===== src/diffusion_stencil_3d_core_defines.svh =====
// Assertion macros for the 3D diffusion stencil core.
// Needs clk_i and rst_ni in the scope where a macro is used.
`ifndef DIFFUSION_STENCIL_3D_CORE_DEFINES_SVH
`define DIFFUSION_STENCIL_3D_CORE_DEFINES_SVH

// Consequent must hold in the same cycle as the antecedent
`define DSC3D_ASSERT_SAME(lbl, ante, cons, msg) \
  lbl: assert property (@(posedge clk_i) disable iff (!rst_ni) (ante) |-> (cons)) \
    else $error(msg);

// Consequent must hold in the cycle after the antecedent
`define DSC3D_ASSERT_NEXT(lbl, ante, cons, msg) \
  lbl: assert property (@(posedge clk_i) disable iff (!rst_ni) (ante) |=> (cons)) \
    else $error(msg);

`endif


===== src/dsc3d_pkg.sv =====
// Shared types and constants of the 3D diffusion stencil core.
// No dependencies; used by the controller, the datapath and the top level.
package dsc3d_pkg;

  localparam int VOXEL_W    = 24;
  localparam int RATE_W     = 16;
  localparam int CFG_IDX_W  = 2;
  localparam int CFG_DATA_W = 32;

  // Arithmetic widths: difference sum, rate product, scaled mean term
  localparam int D_W = VOXEL_W + 6;
  localparam int P_W = D_W + RATE_W;
  localparam int M_W = P_W - 15;

  // Window reads per result: centre plus the 27 taps of the 3x3x3 cube
  localparam int RD_ISSUES = 28;

  typedef enum logic [CFG_IDX_W-1:0] {
    CFG_SIZE_X = 2'd0,
    CFG_SIZE_Y = 2'd1,
    CFG_SIZE_Z = 2'd2,
    CFG_RATE   = 2'd3
  } cfg_idx_e;

  typedef struct packed {
    logic signed [VOXEL_W-1:0] voxel;
    logic                      flush;
  } in_req_t;

  typedef struct packed {
    logic signed [VOXEL_W-1:0] value;
    logic                      last;
  } out_rsp_t;

  typedef struct packed {
    logic accept;
    logic rd_init;
    logic rd_step;
    logic mul_init;
    logic mul_step;
    logic div_init;
    logic div_step;
    logic load_out;
  } ctl_cmd_t;

  typedef struct packed {
    logic emit;
    logic rd_done;
    logic mul_done;
    logic div_done;
    logic out_busy;
  } ctl_sts_t;

endpackage


===== src/dsc3d_ctrl.sv =====
// Sequencer of the 3D diffusion stencil core: accept, window read, multiply,
// divide, result load. Depends on dsc3d_pkg.
module dsc3d_ctrl import dsc3d_pkg::*; (
  input  logic     clk_i,
  input  logic     rst_ni,
  input  logic     in_valid_i,
  input  logic     cfg_wr_i,
  input  ctl_sts_t sts_i,
  output logic     in_stall_o,
  output ctl_cmd_t cmd_o
);

  typedef enum logic [2:0] {
    ST_IDLE,
    ST_READ,
    ST_MUL,
    ST_DIV,
    ST_FIN
  } state_e;

  state_e state_q, state_d;
  logic   settle_q;

  // Hold the input while busy and in the cycle after a register write
  assign in_stall_o = (state_q != ST_IDLE) || settle_q;

  // Next state and commands
  always_comb begin
    state_d       = state_q;
    cmd_o         = '0;
    cmd_o.accept  = in_valid_i && !in_stall_o;
    unique case (state_q)
      ST_IDLE: begin
        if (cmd_o.accept && sts_i.emit) begin
          cmd_o.rd_init = 1'b1;
          state_d       = ST_READ;
        end
      end
      ST_READ: begin
        cmd_o.rd_step = 1'b1;
        if (sts_i.rd_done) begin
          cmd_o.mul_init = 1'b1;
          state_d        = ST_MUL;
        end
      end
      ST_MUL: begin
        cmd_o.mul_step = 1'b1;
        if (sts_i.mul_done) begin
          cmd_o.div_init = 1'b1;
          state_d        = ST_DIV;
        end
      end
      ST_DIV: begin
        cmd_o.div_step = 1'b1;
        if (sts_i.div_done) begin
          state_d = ST_FIN;
        end
      end
      ST_FIN: begin
        if (!sts_i.out_busy) begin
          cmd_o.load_out = 1'b1;
          state_d        = ST_IDLE;
        end
      end
      default: state_d = ST_IDLE;
    endcase
  end

  // State and settle flag
  always_ff @(posedge clk_i or negedge rst_ni) begin
    if (!rst_ni) begin
      state_q  <= ST_IDLE;
      settle_q <= 1'b0;
    end else begin
      state_q  <= state_d;
      settle_q <= cfg_wr_i;
    end
  end

endmodule


===== config.mk =====
export PLATFORM = sky130hd
export DESIGN_NAME = dsc3d_ctrl
export DESIGN_NICKNAME = d
export VERILOG_FILES = /design/src/diffusion_stencil_3d_core_defines.svh /design/src/dsc3d_pkg.sv /design/src/dsc3d_ctrl.sv
export SDC_FILE = /design/constraint.sdc
export NUM_CORES = 1
export LEC_CHECK = 0
export ABC_AREA = 1
export CAP_MARGIN = 15
export CORE_AREA = 5 5 42 44
export DETAILED_ROUTE_END_ITERATION = 7
export DIE_AREA = 0 0 47 49
export DONT_BUFFER_PORTS = 1
export SLEW_MARGIN = 20
export SYNTH_ARGS = -nofsm -noshare
export SYNTH_HDL_FRONTEND = slang
export SYNTH_SLANG_ARGS = --single-unit

===== constraint.sdc =====
create_clock -name clk_i -period 2.1 [get_ports clk_i]
set_input_delay 0.105 -clock clk_i [delete_from_list [all_inputs] [get_ports clk_i]]
set_output_delay 0.105 -clock clk_i [all_outputs]
set_load 0.03 [all_outputs]

==> results of run 1 <==
## critical path, stage by stage (launching register included)
cell and delay, ns:
dfrtp_1 0.40, nor2_2 0.18, nand2_1 0.09, or2_4 0.29, nor2_1 0.44
## registers in the layout, indices dropped and copies added (netlist names)
signal	flops
state_q	3
settle_q	1
## worst paths after layout
kind / from / endpoint / slack (ns) / cells past startpoint
setup / recovery: state_q[0] / cmd_o[7] / 0.36 / 4
hold / removal: sts_i[0] / state_q[2] / 0.07 / 2
setup reg to reg: state_q[1] / state_q[1] / 0.86 / 8
hold reg to reg: settle_q / state_q[0] / 0.63 / 3
max in group asynchronous: rst_ni / state_q[1] / 1.79 / 1
min in group asynchronous: rst_ni / settle_q / 0.14 / 1
## cell families after synthesis
family | count (synthesis) | synth area share (%)
DFF | 4 | 33.47
AOI/OAI and AO/OA | 1 | 2.511
and+or+nand+nor | 30 | 46.45
buffers and inverters | 13 | 17.57
## metrics by stage
stage               cells  utilization (%)  area (um2)  setup slack, ns
floorplan              48                -       299.0           0.6661
global placement       64            22.77       319.1           0.6102
detailed placement     64            22.77       319.1           0.6032
CTS                    69            25.80       361.6           0.3503
global route           69            25.80       361.6           0.2576
finish                 69            25.80       361.6           0.3627
## routing by layer
| layer | vias to the layer above | routed length, um | global-route usage, % | share of wire (%) |
|---|---|---|---|---|
| met5 | - | 0 | 0 | 0 |
| met4 | 0 | 0 | 4.147 | 0 |
| met3 | 0 | 36 | 2.214 | 5.4 |
| met2 | 5 | 369 | 9.955 | 55 |
| met1 | 117 | 261 | 8.407 | 39 |
| li1 | 153 | - | - | - |
## cell type report
type / count / area [um2] / share of cell area (%)
timing repair buffer: 3 / 27.53 / 7.612
multi-input combinational: 31 / 146.4 / 40.48
inverter: 12 / 45.04 / 12.46
tap: 16 / 20.02 / 5.536
sequential: 4 / 100.1 / 27.68
clock buffer: 3 / 22.52 / 6.228
## synthesized netlist by cell type
library cell,count
buf_4,1
dfrtp_1,4
inv_1,12
nand2_1,13
nand3_1,6
nor2_1,6
nor2_2,3
nor3_2,1
o31ai_1,1
or2_4,1
## report_power, final
part	internal (mW)	switching, mW	total [mW]
clock	0.0637	0.0279	0.0916
combinational	0.0939	0.261	0.355
sequential	0.105	0.0320	0.137
==> flow_summary.toml, run 1 <==
[routing]
viasPerCell = 3.986
drt-total-wl_um = 667
antenna_left = 0
route.detailed.drc = 0
wl_per_cell_um = 9.667
initialDrtViolationCount = 4
dr.pass1.iters = 3
num_vias = 275

[power]
irDropWorstVdd_mv = 0.3572
power_mw = 0.5837
powerDensity_nw_per_um2 = 1614
p_leak_nw = 0.2240

[synthesis]
syn_inst = 48
synth_top_area_cell = "dfrtp_1"
ys_seq_elements = 4
synth-seq-area-share_pct = 33.47
synth.distinct_cells = 10
synth_top_area_share_pct = 33.47
synth_nets = 57
syn-mean-instance-area_um2 = 6.230
ys_warn_count = 0
synthTopCellsByArea = "dfrtp_1 (33%), nand2_1 (16%), inv_1 (15%)"
synthesis.area_um2 = 299.0

[floorplanning]
fp.dieW_um = 47
dieArea_um2 = 2303
core_um2 = 1401
fp-row-count = 14
fp.dieH_um = 49
ioPinCount = 18
initial_utilization_pct = 21.34

[sta]
fin_crit_ns = 1.737
fin_tns_setup_ns = 0
hold_violations = 0
drv_slew = 0
finClkSkew_ns = 0.002840
finalSetupViolCount = 0
slew_headroom_pct = 62.96
max_freq_mhz = 575.6
rsz0062_at_grt = "false"
holdWs_ns = 0.06745
min_period_over_period_pct = 82.73
tightest_slew_ns = 0.5535

[clock_tree]
cts_sinks = 4
clkTransAtPathRegs_ns = 0.04
postCtsHoldBufs = 2
htreeDepth = 1
cts_buffer_depth = 2
cts_setup_buffers = 0
cts_resized = 0
clk_latency_ns = 0.23
cts_made_buffers = 3
cts_root_buffer = "clkbuf_4"
cts_tree = "built"

[global_routing]
first_global_vias = 270
antenna_found_initial = 0
grt_usage_pct = 6.845
grt_max_degree = 6
grt_pass1_wl_um = 1159
grt_overflow = 0

[run_status]
status = "finished clean"

[setup_path]
path_class = "reg -> out"
worstPathArrival_ns = 1.63
cp-start-kind = "register"
cp-end-kind = "primary output"
path_max_fanout = 4
cp_data_required_time_ns = 2.00

[final_layout]
final_nets = 64
layout-drive-gt1-share_pct = 16.98
final_common_cell = "nand2_1"
fillers = 168
area_delta_synth_final_pct = 20.92
num_antenna_cells = 0
layout_common_cells = "nand2_1 (13), inv_1 (12), nor2_1 (6), nand3_1 (6), dfrtp_1 (4)"

[hold_path]
hold_path.class = "in -> reg"

[placed_design]
place.gp.congestion = 0.7140
hpwl_um = 588.7
port_buffers = 0

[job]
maxCapViolCount = 0
Power figures use the tool's default switching activity.
==> run 2, diff against run 1 <==
--- a/config.mk
+++ b/config.mk
@@ -5,7 +5,7 @@
 export SDC_FILE = /design/constraint.sdc
 export NUM_CORES = 1
 export LEC_CHECK = 0
-export ABC_AREA = 1
+export ABC_AREA = 0
 export CAP_MARGIN = 15
 export CORE_AREA = 5 5 42 44
 export DETAILED_ROUTE_END_ITERATION = 7
==> constraint.sdc (replaced) <==
create_clock -name clk_i -period 1.57 [get_ports clk_i]
set_input_delay 0.0785 -clock clk_i [delete_from_list [all_inputs] [get_ports clk_i]]
set_output_delay 0.0785 -clock clk_i [all_outputs]
set_load 0.03 [all_outputs]
==> flow_summary.toml, run 2 <==
[final_layout]
fillers = 160
largest_register_ffs = 3
multiInputGateArea_um2 = 185.2
largest-register = "state_q"
fin_cells = 51
layout-drive-gt1-share_pct = 54.29
reg_top3 = "state_q: 3 flops, settle_q: 1 flops"
regArea_um2 = 101.3
final_common_cell = "buf_4"
area_delta_synth_final_pct = 28.51
num_antenna_cells = 0
layout_common_cells = "buf_4 (5), clkbuf_4 (3), dlygate4sd3_1 (3), dfrtp_1 (3)"
final_nets = 46

[routing]
route.detailed.drc = 0
initialDrtViolationCount = 2
antenna_left = 0
viasPerCell = 4.490
num_vias = 229
dr.pass1.iters = 3
drt-total-wl_um = 653
wl_per_cell_um = 12.80

[synthesis]
synth_top_area_cell = "dfrtp_1"
synthTopCellsByArea = "dfrtp_1 (32%), nor3b_2 (8.0%), nor4_4 (6.8%)"
synth.distinct_cells = 20
synth_xor_area_share_pct = 0
synth-seq-area-share_pct = 32.13
syn_inst = 28
muxShareOfSynthArea_pct = 3.614
synth_top_family_by_area = "simple AND/OR/NAND/NOR gates"
synth_common_cells = "dfrtp_1 (4), and2_1 (3), a21oi_1 (2), buf_4 (2), nor3b_2 (2)"
synth_edf_count = 0
synth_fa_ha_area_share_pct = 0
synthesis.area_um2 = 311.5
synth_most_common_cell = "dfrtp_1"
synth_top_area_share_pct = 32.13
async_flop_share_pct = 100.0
ys_seq_elements = 4
ys_warn_count = 0
synth_flop_cell = "dfrtp_1"
synth_nets = 37
synth_compound_area_share_pct = 14.06
synth_simple_gate_area_share_pct = 38.96
syn-mean-instance-area_um2 = 11.13

[global_routing]
grt_overflow = 0
antenna_found_initial = 0
grt_usage_pct = 6.223
first_global_vias = 209
grt_max_degree = 13
grt_pass1_wl_um = 1014

[sta]
fin_ws_ns = 0.09319
fin_tns_setup_ns = 0
slew_headroom_pct = 72.45
tightest_slew_ns = 0.4132
min_period_over_period_pct = 94.06
fin_crit_ns = 1.477
drv_slew = 0
finalSetupViolCount = 0
max_freq_mhz = 677.1
rsz0062_at_grt = "false"
hold_violations = 0
finClkSkew_ns = 0.006010

[placed_design]
place.gp.congestion = 0.6524
place_inst = 45
port_buffers = 0
dp_worst_setup_slack_ns = 0.2464
hpwl_um = 495.5

[clock_tree]
cts_made_buffers = 3
clk_latency_ns = 0.23
cts_root_buffer = "clkbuf_4"
clkTransAtPathRegs_ns = 0.04
cts_tree = "built"
cts_buffer_depth = 2
cts_setup_buffers = 0
cts_sinks = 4
htreeDepth = 1

[run_status]
status = "finished clean"

[job]
maxCapViolCount = 0

[floorplanning]
fp.dieW_um = 47
fp.dieH_um = 49
fp-row-count = 14
core_um2 = 1401
initial_utilization_pct = 22.23
ioPinCount = 18
dieArea_um2 = 2303

[power]
p_leak_nw = 0.1667
irDropWorstVdd_mv = 0.8168
powerDensity_nw_per_um2 = 1951

[setup_path]
cp_data_required_time_ns = 1.49
path_max_fanout = 12
cp-end-kind = "primary output"
cp-start-kind = "register"
worstPathArrival_ns = 1.40
path_class = "reg -> out"

[hold_path]
hold_path.class = "in -> reg"
==> run 2: cell count changes in the layout (fill, tap and decap cells not counted), moves of 2 or more <==
cell	previous run	this run
nand2_1	13	0
inv_1	12	1
nand3_1	6	0
nor2_1	6	1
buf_4	1	5
nor2_2	3	0
a21oi_1	0	2
and2_1	0	2
nor3b_2	0	2
==> run 2: critical path: stages, from the launching register on <==
cell	delay (ns)
dfrtp_1	0.52
nor4_4	0.33
and3_2	0.32
==> run 2: final timing paths <==
kind	startpoint	to	slack (ns)	depth (start not counted)
worst max-delay path	state_q[1]	cmd_o[6]	0.09	2
worst min register to register	settle_q	state_q[0]	0.63	2
min in group asynchronous	rst_ni	state_q[1]	0.12	1
worst max register to register	state_q[1]	state_q[0]	0.24	2
max in group asynchronous	rst_ni	state_q[0]	1.27	1
worst min-delay path	sts_i[3]	state_q[1]	0.005	2
==> run 2: layout make-up <==
| cell class | instances | share of cell area [%] |
|---|---|---|
| tap | 16 | 5.000 |
| timing repair buffer | 8 | 16.88 |
| sequential | 4 | 25.31 |
| multi-input combinational | 19 | 46.25 |
| clock buffer | 3 | 5.625 |
| inverter | 1 | 0.9375 |
==> run 2: kinds of logic after synthesis <==
family	after synthesis
AO/OA/AOI/OAI	5
buffers and inverters	5
flip-flops	4
AND/OR/NAND/NOR	13
multiplexers	1
==> run 2: where the power goes <==
part,switching [mW],internal [mW],leakage (nW),total [mW]
combinational,0.212,0.188,0.104,0.401
clock,0.0420,0.0855,0.0138,0.128
sequential,0.115,0.139,0.0488,0.253
==> run 2: repair_timing <==
item,4_1_cts,5_1_grt
endpoints found under the hold margin,5,1
setup endpoints to repair,1,2
hold buffers,2,1
gates resized for setup,1,2
==> run 2: per-layer routing <==
layer	vias up	track usage [%]	wire (um)
met2	13	7.240	247
met1	100	7.795	290
met3	0	5.535	116
met5	-	0	0
li1	116	-	-
met4	0	2.765	0
==> run 2: through the flow <==
| step | utilization (%) | hold WS, ns | power, mW | cell area (um2) |
|---|---|---|---|---|
| 2_1_floorplan | - | -0.2171 | 0.6077 | 317.8 |
| 3_3_place_gp | 24.55 | -0.2170 | 0.6381 | 344.1 |
| 3_5_place_dp | 24.55 | -0.2170 | 0.6482 | 344.1 |
| 4_1_cts | 27.68 | 0.005204 | 0.7850 | 387.9 |
| 5_1_grt | 28.57 | 0.01948 | 0.8400 | 400.4 |
| 6_report | 28.57 | 0.004690 | 0.7813 | 400.4 |
